[src/rtl/usc_pkg.sv]
`timescale 1ns / 1ps
// Shared types and constants for the UTF-8 sanitizing copy block.
package usc_pkg;

   localparam int CAP_W = 13;
   localparam int QUEUE_DEPTH = 4;
   localparam int QUEUE_PTR_W = 2;
   localparam int QUEUE_CNT_W = 3;

   localparam logic [12:0] CAP_DEFAULT = 13'd128;

   localparam logic [7:0] CHAR_SPACE = 8'h20;
   localparam logic [7:0] CHAR_QUESTION = 8'h3f;
   localparam logic [7:0] CHAR_DEL = 8'h7f;
   localparam logic [7:0] CHAR_NUL = 8'h00;

   localparam logic [7:0] LEAD2_LO = 8'hc2;
   localparam logic [7:0] LEAD2_HI = 8'hdf;
   localparam logic [7:0] LEAD3_LO = 8'he0;
   localparam logic [7:0] LEAD3_HI = 8'hef;
   localparam logic [7:0] LEAD4_LO = 8'hf0;
   localparam logic [7:0] LEAD4_HI = 8'hf4;

   localparam logic [20:0] CP_MIN2 = 21'h80;
   localparam logic [20:0] CP_MIN3 = 21'h800;
   localparam logic [20:0] CP_MIN4 = 21'h10000;
   localparam logic [20:0] CP_MAX = 21'h10ffff;
   localparam logic [20:0] SURR_LO = 21'hd800;
   localparam logic [20:0] SURR_HI = 21'hdfff;
   localparam logic [20:0] C1_LO = 21'h80;
   localparam logic [20:0] C1_HI = 21'h9f;

   localparam logic [2:0] SEQ_LEN2 = 3'd2;
   localparam logic [2:0] SEQ_LEN3 = 3'd3;
   localparam logic [2:0] SEQ_LEN4 = 3'd4;

   typedef struct packed {
      logic [7:0] text_byte;
      logic       end_of_text;
   } req_type;

   typedef struct packed {
      logic [7:0] out_byte;
      logic       out_last;
   } rsp_type;

   // Up to four output bytes produced by one input transaction.
   typedef struct packed {
      logic [3:0][7:0] bytes;
      logic [2:0]      count;
      logic            last;
   } work_type;

endpackage

[src/rtl/usc_queue.sv]
`timescale 1ns / 1ps
// Small register queue between the classifying front end and the byte emitter.
module usc_queue (
   input  logic              clock,
   input  logic              reset,
   input  logic              push,
   input  usc_pkg::work_type push_data,
   output logic              full,
   input  logic              pop,
   output usc_pkg::work_type pop_data,
   output logic              empty
);
   import usc_pkg::*;

   work_type               mem_ff [QUEUE_DEPTH];
   logic [QUEUE_PTR_W-1:0] wr_ptr_ff, wr_ptr_in;
   logic [QUEUE_PTR_W-1:0] rd_ptr_ff, rd_ptr_in;
   logic [QUEUE_CNT_W-1:0] count_ff, count_in;
   logic                   do_push, do_pop;

   assign full = (count_ff == QUEUE_CNT_W'(QUEUE_DEPTH));
   assign empty = (count_ff == '0);
   assign do_push = push && !full;
   assign do_pop = pop && !empty;
   assign pop_data = mem_ff[rd_ptr_ff];

   always_comb begin
      wr_ptr_in = do_push ? wr_ptr_ff + QUEUE_PTR_W'(1) : wr_ptr_ff;
      rd_ptr_in = do_pop ? rd_ptr_ff + QUEUE_PTR_W'(1) : rd_ptr_ff;
      count_in = count_ff;
      if (do_push && !do_pop) begin
         count_in = count_ff + QUEUE_CNT_W'(1);
      end else if (do_pop && !do_push) begin
         count_in = count_ff - QUEUE_CNT_W'(1);
      end
   end

   always_ff @(posedge clock) begin
      if (reset) begin
         wr_ptr_ff <= '0;
         rd_ptr_ff <= '0;
         count_ff <= '0;
      end else begin
         wr_ptr_ff <= wr_ptr_in;
         rd_ptr_ff <= rd_ptr_in;
         count_ff <= count_in;
      end
   end

   always_ff @(posedge clock) begin
      if (do_push) begin
         mem_ff[wr_ptr_ff] <= push_data;
      end
   end

endmodule

[src/rtl/usc_front.sv]
`timescale 1ns / 1ps
// Front end: capacity register, UTF-8 decode state and per-transaction output list.
module usc_front #(
   parameter int MAX_CAPACITY = 4096
) (
   input  logic              clock,
   input  logic              reset,
   input  logic              csr_valid,
   output logic              csr_ready,
   input  logic [12:0]       csr_data,
   input  logic              accept,
   input  usc_pkg::req_type  req_data,
   output logic              q_push,
   output usc_pkg::work_type q_data
);
   import usc_pkg::*;

   localparam logic [16:0] MaxCap = 17'(MAX_CAPACITY);
   localparam logic [12:0] CapReset =
      (MAX_CAPACITY < 128) ? 13'(MAX_CAPACITY) : CAP_DEFAULT;

   logic [CAP_W-1:0] cap_ff, cap_in;
   logic [7:0]       hb_ff [3];
   logic [7:0]       hb_in [3];
   logic [1:0]       hc_ff, hc_in;
   logic [2:0]       el_ff, el_in;
   logic [20:0]      cp_ff, cp_in;
   logic [CAP_W-1:0] wr_ff, wr_in;
   logic             full_ff, full_in;

   logic [13:0]      wr_plus1;
   logic [13:0]      rem;
   logic [2:0]       used;
   logic [1:0]       flush_n;
   logic             do_fresh;
   logic             is_cont;
   logic [20:0]      cp_next;
   logic             bad;
   logic [3:0][7:0]  seq;
   logic [7:0]       b;
   work_type         item;

   assign csr_ready = 1'b1;

   // Capacity is clamped once, when written.
   always_comb begin
      if (csr_data == '0) begin
         cap_in = 13'd1;
      end else if ({4'b0, csr_data} > MaxCap) begin
         cap_in = MaxCap[12:0];
      end else begin
         cap_in = csr_data;
      end
   end

   // Number of characters that still fit before the closing NUL.
   assign wr_plus1 = {1'b0, wr_ff} + 14'd1;
   assign rem = (wr_plus1 < {1'b0, cap_ff}) ? ({1'b0, cap_ff} - wr_plus1) : '0;

   assign b = req_data.text_byte;
   assign is_cont = (b[7:6] == 2'b10);
   assign cp_next = {cp_ff[14:0], b[5:0]};

   always_comb begin
      seq[0] = (hc_ff > 2'd0) ? hb_ff[0] : b;
      seq[1] = (hc_ff > 2'd1) ? hb_ff[1] : b;
      seq[2] = (hc_ff > 2'd2) ? hb_ff[2] : b;
      seq[3] = b;
   end

   always_comb begin
      bad = ((el_ff == SEQ_LEN2) && (cp_next < CP_MIN2)) ||
            ((el_ff == SEQ_LEN3) && (cp_next < CP_MIN3)) ||
            ((el_ff == SEQ_LEN4) && (cp_next < CP_MIN4)) ||
            (cp_next > CP_MAX) ||
            ((cp_next >= SURR_LO) && (cp_next <= SURR_HI));
   end

   always_comb begin
      hb_in = hb_ff;
      hc_in = hc_ff;
      el_in = el_ff;
      cp_in = cp_ff;
      full_in = full_ff;
      item.bytes = '0;
      item.count = '0;
      item.last = 1'b0;
      used = '0;
      flush_n = '0;
      do_fresh = 1'b0;

      if (req_data.end_of_text) begin
         flush_n = hc_ff;
      end else if (hc_ff != '0) begin
         if (!is_cont) begin
            flush_n = hc_ff;
            do_fresh = 1'b1;
         end
      end else begin
         do_fresh = 1'b1;
      end

      // A broken or flushed sequence gives one '?' per held byte.
      if (flush_n != '0) begin
         hc_in = '0;
         el_in = '0;
         cp_in = '0;
      end
      for (int k = 0; k < 3; k++) begin
         if ((2'(k) < flush_n) && !full_in) begin
            if ({11'b0, used} >= rem) begin
               full_in = 1'b1;
            end else begin
               item.bytes[item.count[1:0]] = CHAR_QUESTION;
               item.count = item.count + 3'd1;
               used = used + 3'd1;
            end
         end
      end

      if (do_fresh && !full_in) begin
         if ({11'b0, used} >= rem) begin
            full_in = 1'b1;
         end else if (!b[7]) begin
            item.bytes[item.count[1:0]] =
               ((b < CHAR_SPACE) || (b == CHAR_DEL)) ? CHAR_SPACE : b;
            item.count = item.count + 3'd1;
            used = used + 3'd1;
         end else if ((b >= LEAD2_LO) && (b <= LEAD2_HI)) begin
            el_in = SEQ_LEN2;
            cp_in = {16'b0, b[4:0]};
            hb_in[0] = b;
            hc_in = 2'd1;
         end else if ((b >= LEAD3_LO) && (b <= LEAD3_HI)) begin
            el_in = SEQ_LEN3;
            cp_in = {17'b0, b[3:0]};
            hb_in[0] = b;
            hc_in = 2'd1;
         end else if ((b >= LEAD4_LO) && (b <= LEAD4_HI)) begin
            el_in = SEQ_LEN4;
            cp_in = {18'b0, b[2:0]};
            hb_in[0] = b;
            hc_in = 2'd1;
         end else begin
            item.bytes[item.count[1:0]] = CHAR_QUESTION;
            item.count = item.count + 3'd1;
            used = used + 3'd1;
         end
      end

      if (!req_data.end_of_text && (hc_ff != '0) && is_cont) begin
         cp_in = cp_next;
         if (({1'b0, hc_ff} + 3'd1) < el_ff) begin
            case (hc_ff)
               2'd1: hb_in[1] = b;
               2'd2: hb_in[2] = b;
               default: hb_in[0] = b;
            endcase
            hc_in = hc_ff + 2'd1;
         end else begin
            hc_in = '0;
            el_in = '0;
            cp_in = '0;
            if (bad) begin
               for (int k = 0; k < 4; k++) begin
                  if ((3'(k) < el_ff) && !full_in) begin
                     if ({11'b0, used} >= rem) begin
                        full_in = 1'b1;
                     end else begin
                        item.bytes[item.count[1:0]] = CHAR_QUESTION;
                        item.count = item.count + 3'd1;
                        used = used + 3'd1;
                     end
                  end
               end
            end else if ((cp_next >= C1_LO) && (cp_next <= C1_HI)) begin
               if (!full_in) begin
                  if (rem == '0) begin
                     full_in = 1'b1;
                  end else begin
                     item.bytes[0] = CHAR_SPACE;
                     item.count = 3'd1;
                     used = 3'd1;
                  end
               end
            end else if (!full_in) begin
               // The whole sequence must fit below the capacity.
               if ({11'b0, el_ff - 3'd1} >= rem) begin
                  full_in = 1'b1;
               end else begin
                  item.bytes = seq;
                  item.count = el_ff;
                  used = el_ff;
               end
            end
         end
      end

      wr_in = wr_ff + CAP_W'(used);

      if (req_data.end_of_text) begin
         item.bytes[item.count[1:0]] = CHAR_NUL;
         item.count = item.count + 3'd1;
         item.last = 1'b1;
         wr_in = '0;
         full_in = 1'b0;
         hc_in = '0;
         el_in = '0;
         cp_in = '0;
      end
   end

   assign q_push = accept && (item.count != '0);
   assign q_data = item;

   always_ff @(posedge clock) begin
      if (reset) begin
         cap_ff <= CapReset;
         hc_ff <= '0;
         el_ff <= '0;
         cp_ff <= '0;
         wr_ff <= '0;
         full_ff <= 1'b0;
      end else begin
         if (csr_valid) begin
            cap_ff <= cap_in;
         end
         if (accept) begin
            hc_ff <= hc_in;
            el_ff <= el_in;
            cp_ff <= cp_in;
            wr_ff <= wr_in;
            full_ff <= full_in;
         end
      end
   end

   always_ff @(posedge clock) begin
      if (accept) begin
         hb_ff <= hb_in;
      end
   end

endmodule

[src/rtl/usc_back.sv]
`timescale 1ns / 1ps
// Back end: walks each queued byte list and presents one result byte at a time.
module usc_back (
   input  logic              clock,
   input  logic              reset,
   input  usc_pkg::work_type q_data,
   input  logic              q_empty,
   output logic              q_pop,
   output logic              rsp_empty,
   input  logic              rsp_pop,
   output usc_pkg::rsp_type  rsp_data
);
   import usc_pkg::*;

   work_type   cur_ff, cur_in;
   logic [1:0] idx_ff, idx_in;
   logic       valid_ff, valid_in;
   logic       last_byte;
   logic       take;
   logic       load;

   assign last_byte = ({1'b0, idx_ff} == (cur_ff.count - 3'd1));
   assign take = valid_ff && rsp_pop;
   assign load = !valid_ff || (take && last_byte);
   assign q_pop = load && !q_empty;

   assign rsp_empty = !valid_ff;
   assign rsp_data.out_byte = cur_ff.bytes[idx_ff];
   assign rsp_data.out_last = cur_ff.last && last_byte;

   always_comb begin
      cur_in = cur_ff;
      idx_in = idx_ff;
      valid_in = valid_ff;
      if (load) begin
         valid_in = !q_empty;
         cur_in = q_data;
         idx_in = '0;
      end else if (take) begin
         idx_in = idx_ff + 2'd1;
      end
   end

   always_ff @(posedge clock) begin
      if (reset) begin
         valid_ff <= 1'b0;
         idx_ff <= '0;
      end else begin
         valid_ff <= valid_in;
         idx_ff <= idx_in;
      end
   end

   always_ff @(posedge clock) begin
      cur_ff <= cur_in;
   end

endmodule

[src/rtl/utf8_sanitizing_copy.sv]
`timescale 1ns / 1ps
// UTF-8 sanitizing copy: streaming text cleaner with a bounded output length.
//
// Text bytes enter through a queue-style port (req_push/req_full) and the
// cleaned copy leaves through another (rsp_empty/rsp_pop), one byte per
// transaction. The front end decodes one input byte per cycle and turns it
// into zero to four output bytes; a four-entry queue separates it from the
// back end, which delivers one output byte per cycle while rsp_pop is high.
// An input transaction is therefore taken every cycle while the queue has
// room; an item holds the back end until all of its output bytes are popped,
// so the count of output bytes sets the sustained rate. The capacity
// register (written through csr_valid/csr_ready/csr_data, always ready) is
// clamped to 1..MAX_CAPACITY when written and counts the closing NUL. An
// end-of-text transaction flushes any partial sequence as '?' and always
// ends with a NUL result carrying out_last.
module utf8_sanitizing_copy #(
   parameter int MAX_CAPACITY = 4096
) (
   input  logic             clock,
   input  logic             reset,
   input  logic             csr_valid,
   output logic             csr_ready,
   input  logic [12:0]      csr_data,
   input  logic             req_push,
   output logic             req_full,
   input  usc_pkg::req_type req_data,
   output logic             rsp_empty,
   input  logic             rsp_pop,
   output usc_pkg::rsp_type rsp_data
);
   import usc_pkg::*;

   work_type push_data;
   work_type pop_data;
   logic     q_push;
   logic     q_full;
   logic     q_pop;
   logic     q_empty;
   logic     accept;

   assign req_full = q_full;
   assign accept = req_push && !q_full;

   usc_front #(
      .MAX_CAPACITY(MAX_CAPACITY)
   ) u_front (
      .clock    (clock),
      .reset    (reset),
      .csr_valid(csr_valid),
      .csr_ready(csr_ready),
      .csr_data (csr_data),
      .accept   (accept),
      .req_data (req_data),
      .q_push   (q_push),
      .q_data   (push_data)
   );

   usc_queue u_queue (
      .clock    (clock),
      .reset    (reset),
      .push     (q_push),
      .push_data(push_data),
      .full     (q_full),
      .pop      (q_pop),
      .pop_data (pop_data),
      .empty    (q_empty)
   );

   usc_back u_back (
      .clock    (clock),
      .reset    (reset),
      .q_data   (pop_data),
      .q_empty  (q_empty),
      .q_pop    (q_pop),
      .rsp_empty(rsp_empty),
      .rsp_pop  (rsp_pop),
      .rsp_data (rsp_data)
   );

endmodule
[config.mk]
export PLATFORM = sky130hd
export DESIGN_NAME = utf8_sanitizing_copy
export DESIGN_NICKNAME = d
export VERILOG_FILES = /design/src/rtl/usc_pkg.sv /design/src/rtl/usc_queue.sv /design/src/rtl/usc_front.sv /design/src/rtl/usc_back.sv /design/src/rtl/utf8_sanitizing_copy.sv
export SDC_FILE = /design/constraint.sdc
export NUM_CORES = 1
export LEC_CHECK = 0
export ABC_AREA = 1
export BUFFER_PORTS_ARGS = -buffer_cell sky130_fd_sc_hd__clkbuf_2
export CORE_AREA = 4 4 166 168
export CTS_CLUSTER_DIAMETER = 30
export DETAILED_ROUTE_END_ITERATION = 8
export DIE_AREA = 0 0 170 172
export PLACE_DENSITY = 0.77
export RECOVER_POWER = 100
export SYNTH_ARGS = -nofsm -noshare
export SYNTH_HDL_FRONTEND = slang
export SYNTH_SLANG_ARGS = --single-unit
[constraint.sdc]
create_clock -name clock -period 18.3 [get_ports clock]
set_input_delay 2.745 -clock clock [delete_from_list [all_inputs] [get_ports clock]]
set_output_delay 2.745 -clock clock [all_outputs]
set_load 0.03 [all_outputs]
[Word-level counts from Yosys, hierarchy flattened]
Memory sizes are Yosys's and may differ from the RTL's. A register that Yosys moved wholly into a read port is not among the register bits.
Cells that the tools add are included.
Storage, ports and cells
  register bits: 87
  bits in writable memories: 144
  input bits: 27
  output and inout port bits: 12
  memories: 1
Cells by class
  add/subtract/negate cells: 27
  $lt $le $gt $ge: 54
  eq/ne operators: 9
  mux-type cells: 188
  bitwise gates (word level): 23
  reductions and logical operators: 67
Memory list
  u_queue.mem_ff: words 4, bits a word 36, read ports 1, clocked after Yosys merged registers in 1, write ports 1, line usc_queue.sv:15  | work_type mem_ff [QUEUE_DEPTH];
Operators with widths (count)
  35-bit two-way mux: 32
  21-bit two-way mux: 10
  8-bit two-way mux: 22
  3-bit two-way mux: 48
  24-bit bitwise OR: 6
  8-bit demux with 2-bit select: 8
  3-bit by 14-bit >= comparator with 1-bit output: 8
  24-bit two-way mux: 3
  8-bit inverter: 7
  3-bit by 1-bit adder with 3-bit output (second input constant): 16
  8-bit bitwise AND: 6
  11-bit two-way mux: 4
  1-bit two-way mux: 40
  13-bit two-way mux: 3
  1-bit logical AND: 36
  36-bit two-way mux: 1
  32-bit bitwise AND: 1
  32-bit bitwise mux: 1
  32-bit inverter: 1
  2-bit by 3-bit < comparator with 1-bit output (second input constant): 9
  2-bit two-way mux: 13
  8-bit >= comparator (second input constant): 3
  8-bit <= comparator (second input constant): 3
  6-bit by 24-bit bitwise OR with 24-bit output: 1
  45 further kinds: 86

[Depth between registers and ports, before layout]
  word-level depth: 93
  depth in mapped cells: 107
  gate-level depth less buffers: 107

[Hierarchy]
Synthesis repeated with hierarchy kept, for this count alone.
Second synthesis, totals
  cells, all modules: 1853
  area total of the unflattened synthesis: 15668.8 um^2
Modules (own cells, without submodules)
  usc_front: times used 1, cells each 1318, area an instance 8242.9 um^2, seq. area each 1661.6 um^2
  usc_queue: times used 1, cells each 418, area an instance 5843.1 um^2, seq. area each 4504.3 um^2
  usc_back: times used 1, cells each 115, area an instance 1572.8 um^2, seq. area each 1141.1 um^2
  utf8_sanitizing_copy: times used 1, cells each 2, area an instance 10.0 um^2, seq. area each 0.0 um^2

[Worst setup path before layout]
OpenSTA, ideal clock, no wires.
  kind: input -> register
  from: input req_data[8] (netlist bit)
  to: memory u_queue.mem_ff[0][0] (netlist bit) (enable)
  library setup time: 429 ps
  arrival: 13999 ps
  setup slack: 3872 ps
  stages on the path: 80
  path buffers: 1
  path through: buf_2 inv_2 nor2_1 inv_1 a21oi_1 a21oi_2 inv_1 nor2_1 nand2_4 ha_1 or2_2 nand2_1 inv_2 nand3_2 inv_1 ha_1 a31oi_1 ha_1 [44 not listed] nand2_1 nand2_1 nand2_1 nand2_2 nand2_2 nand2_2 nand2_1 nand3_1 nand2_1 inv_1 ha_1 nand2_1 inv_1 nand2_1 nand2_1 nand2_2 nand2_2 nor2_1
Between the ends
  cells in the longest elaborated chain, start to end: 51
RTL lines
  start, declared: line utf8_sanitizing_copy.sv:26  | input usc_pkg::req_type req_data,
  2-bit == test: line usc_front.sv:61  | assign is_cont = (b[7:6] == 2'b10);
  2-bit two-way mux: line usc_front.sv:95  | if (!is_cont) begin
  2-bit two-way mux: line usc_front.sv:94  | end else if (hc_ff != '0) begin
  2-bit two-way mux: line usc_front.sv:92  | if (req_data.end_of_text) begin
  1-bit by 2-bit < comparator with 1-bit output: line usc_front.sv:110  | if ((2'(k) < flush_n) && !full_in) begin
  1-bit logical AND: line usc_front.sv:110
  3-bit two-way mux, or another cell as far along: line usc_front.sv:110
  3-bit by 14-bit >= comparator with 1-bit output, or another cell as far along: line usc_front.sv:111  | if ({11'b0, used} >= rem) begin
  [35 not listed]
  35-bit two-way mux *: line usc_front.sv:151  | if (!req_data.end_of_text && (hc_ff != '0) && is_cont) begin
  3-bit by 1-bit adder with 3-bit output: line usc_front.sv:203  | item.count = item.count + 3'd1;
  36-bit two-way mux *: line usc_front.sv:201  | if (req_data.end_of_text) begin
  3-bit nonzero test *: line usc_front.sv:213  | assign q_push = accept && (item.count != '0);
  1-bit logical AND *: line usc_front.sv:213
  1-bit logical AND *: line usc_queue.sv:23  | assign do_push = push && !full;
  1-bit two-way mux *: line usc_queue.sv:51  | if (do_push) begin
  1-bit two-way mux (implied by the code) *: line usc_queue.sv:52  | mem_ff[wr_ptr_ff] <= push_data;
  end, declared: line usc_queue.sv:15
Every way passes the cells marked *; elsewhere a longest branch is shown, timed or not. The select of a mux whose other input is x is not followed.

[Final worst setup path]
  from: input req_data[8] (netlist bit)
  to: memory u_queue.mem_ff[3][17] (netlist bit) (enable)
The elaborated chain is that of the path after synthesis.

==> results.py <==
metrics = {
    "sta": {
        "period_minus_slack_ns": 16.16,
        "hold_violations": 0,
        "max_slew.worst_pin.slew_ns": 2.86,
        "drv_slew": 189,
        "finalSetupViolCount": 0,
        "slew_headroom_pct": -91.0,
        "finalSetupTns_ns": 0,
        "fmax_mhz": 61.9,
        "period_share_pct": 88.3,
        "rsz0062_at_grt": "no",
        "fin_ws_ns": 2.14,
        "finalClockSkew_ns": 0.0315,
    },
    "setup_path": {
        "slowest_delay_ns": 0.93,
        "worstSetupStartpointType": "input port",
        "path_max_fanout": 36,
        "crit_slowest_cell": "nor2_4",
        "critPathArrivalTime_ns": 16.32,
        "critical_path_class": "input port to flip-flop",
        "crit_top_cell": "nand2_1",
        "critPathCaptureType": "flip-flop",
        "worstPathRequired_ns": 18.47,
    },
    "power_and_ir_drop": {
        "power_frac_comb_pct": 21.7,
        "power_density_mw_per_mm2": 120,
        "ir_drop_mv": 0.127,
        "power_w": 0.00208,
        "power.leakage_nw": 7.12,
        "power_frac_clock_pct": 41.1,
        "p_int_w": 0.00142,
        "switching_share_pct": 31.6,
        "seqPwrFrac_pct": 37.2,
        "switchingPower_w": 0.000655,
    },
    "floorplanning": {
        "pin_count": 39,
        "core_area_mm2": 0.0259,
        "rows": 59,
        "die-area_mm2": 0.0292,
        "initial_utilization_pct": 59.4,
        "die_x_um": 170,
        "fp.dieH_um": 172,
    },
    "layout": {
        "drive_above_1_share_pct": 8.97,
        "antenna_cells": 0,
        "final_nets": 1969,
        "area_growth_syn_to_layout_pct": 12.8,
    },
    "synthesis": {
        "synth_top_flop_cell": "edfxtp_1",
        "syn_avg_cell_area_um2": 8.40,
        "yosysWarnings": 0,
        "synth_cell_types": 58,
        "ys_seq_area_share_pct": 47.2,
        "syn_area_mm2": 0.0154,
        "ys_ff_latch": 261,
        "synth_edf_count": 204,
        "synthCells": 1833,
        "async_flop_share_pct": 0,
        "synth_nets": 1942,
    },
    "detailed_routing": {
        "drc": 0,
        "ant_nets": 0,
        "drt_first_iter_violations": 1176,
        "vias": 13200,
        "drt-total-wl_um": 39000,
        "vias_per_cell": 5.91,
        "drt_pre_antenna_iters": 6,
        "avgRoutedWirePerCell_um": 17.5,
    },
    "outcome": {
        "failed_checks": "capacitance limit, slew limit",
        "outcome": "finished, violations left",
    },
    "clock_network": {
        "clockRootBuffer": "clkbuf_16",
        "cts_tree": "yes",
        "clk_path_buf_depth": 3,
        "clkLatencyLatePin_ns": 0.56,
        "numCtsBuffers": 47,
        "cts-resized-gates": 0,
        "clock-sinks": 261,
        "cts_hold_buf": 0,
        "htreeDepth": 2,
        "post_cts_buffers": 0,
        "clk_pin_slew_worst_paths_ns": 0.05,
    },
    "grt": {
        "grt_max_degree": 75,
        "grt_antenna_before_repair": 0,
        "gr-total-overflow": 0,
        "track_usage_pct": 26.4,
        "grt_pass1_vias": 12500,
        "grt_pass1_wl_um": 62300,
    },
    "placement": {
        "port_buffers": 37,
        "place_hpwl_um": 26900,
        "place_congestion": 0.985,
        "place_ws_ns": 2.34,
    },
    "run": {
        "cap_violations": 3,
    },
    "hold_path": {
        "worstHoldPathType": "flip-flop to flip-flop",
    },
}
## worst max-delay path: cells and delay by family
kind / cells / cell delay, ns
and+or+nand+nor: 46 / 5.35
AOI/OAI and AO/OA: 12 / 3.08
adders and majority gates: 9 / 2.62
buffers and inverters: 13 / 2.47
## final timing paths
check                          from               endpoint  slack, ns  cells after the start
setup / recovery        req_data[8]  u_queue.mem_ff[3][17]       2.14                     80
hold / removal    u_front.cp_ff[13]      u_front.cp_ff[13]       0.47                      2
setup reg to reg   u_front.wr_ff[1]  u_queue.mem_ff[3][17]       3.49                     85
hold reg to reg   u_front.cp_ff[13]      u_front.cp_ff[13]       0.47                      2
## sequential cells by signal, indices dropped and copies added, names as in the netlist
register	flops
u_back.idx_ff	2
u_front.hb_ff	24
u_front.el_ff	3
u_front.full_ff	1
u_back.cur_ff	36
u_queue.mem_ff	144
u_front.hc_ff	2
u_queue.rd_ptr_ff	2
u_front.cap_ff	13
u_front.wr_ff	13
u_queue.wr_ptr_ff	2
u_queue.count_ff	3
u_front.cp_ff	15
u_back.valid_ff	1
## cells by family after synthesis
family | synth area share, %
and+or+nand+nor | 20.5
DFF | 47.2
buffers and inverters | 6.69
AOI/OAI and AO/OA | 17.6
other | 0.0244
xor gates and xnor gates | 1.20
adders and majority gates | 6.81
## layer usage
metal / vias up / GRT usage, % / wire length, um
li1: 6409 / - / -
met1: 6110 / 34.8 / 16400
met2: 556 / 44.7 / 18500
met3: 100 / 4.07 / 2890
met4: 0 / 9.38 / 1230
met5: - / 0 / 0
## power groups by stage
stage	clock network [W]	logic, W	registers, W
4_1_cts	0.000862	0.000451	0.000772
3_3_place_gp	0	0.000434	0.000780
6_report	0.000853	0.000451	0.000773
3_5_place_dp	0	0.000448	0.000783
2_1_floorplan	0	0.000329	0.000770
5_1_grt	0.000890	0.000503	0.000779
## placed cells by master, fill, tap and decap left out, types with 13 or more instances in the layout
master | synthesis | layout
o211ai_1 | 33 | 33
o21ai_0 | 225 | 224
nand4_1 | 17 | 18
nand2_2 | 33 | 29
o22ai_1 | 48 | 48
ha_1 | 79 | 79
clkbuf_16 | 0 | 47
clkbuf_1 | 64 | 33
inv_1 | 183 | 187
xor2_1 | 16 | 16
nand3_1 | 64 | 64
nor2_1 | 196 | 192
nor3_1 | 21 | 21
dfxtp_1 | 57 | 56
clkbuf_2 | 1 | 16
nand2_1 | 345 | 350
edfxtp_1 | 204 | 204
a21oi_1 | 101 | 101
a31oi_1 | 20 | 20
a221oi_1 | 13 | 13
## stage by stage
step | cell area [um2] | hold slack (ns) | utilization (%) | instances
2_1_floorplan | 15400 | 0.444 | - | 1833
3_5_place_dp | 15900 | 0.463 | 61.2 | 2146
4_1_cts | 17400 | 0.470 | 67.3 | 2231
5_1_grt | 17400 | 0.485 | 67.0 | 2231
3_3_place_gp | 15900 | 0.452 | 61.2 | 2146
6_report | 17400 | 0.470 | 67.0 | 2231
## synth_stat cells (48+ instances only)
master	count	area [um2]
dfxtp_1	57	1140
nand2_1	345	1290
ha_1	79	988
edfxtp_1	204	6130
nor2_1	196	736
nand3_1	64	320
inv_1	183	687
clkbuf_1	64	240
o21ai_0	225	1130
o22ai_1	48	300
a21oi_1	101	505
## cell type report
class / instances / area (um2)
multi-input cells: 1300 / 7100
well taps: 335 / 419
clock inverters: 29 / 353
clock buffers: 56 / 1240
inverters: 201 / 754
flip-flops and latches: 261 / 7270
repair buffers: 49 / 226
fillers: 2075 / 8550
No activity file was read; power rests on OpenSTA's default activity.
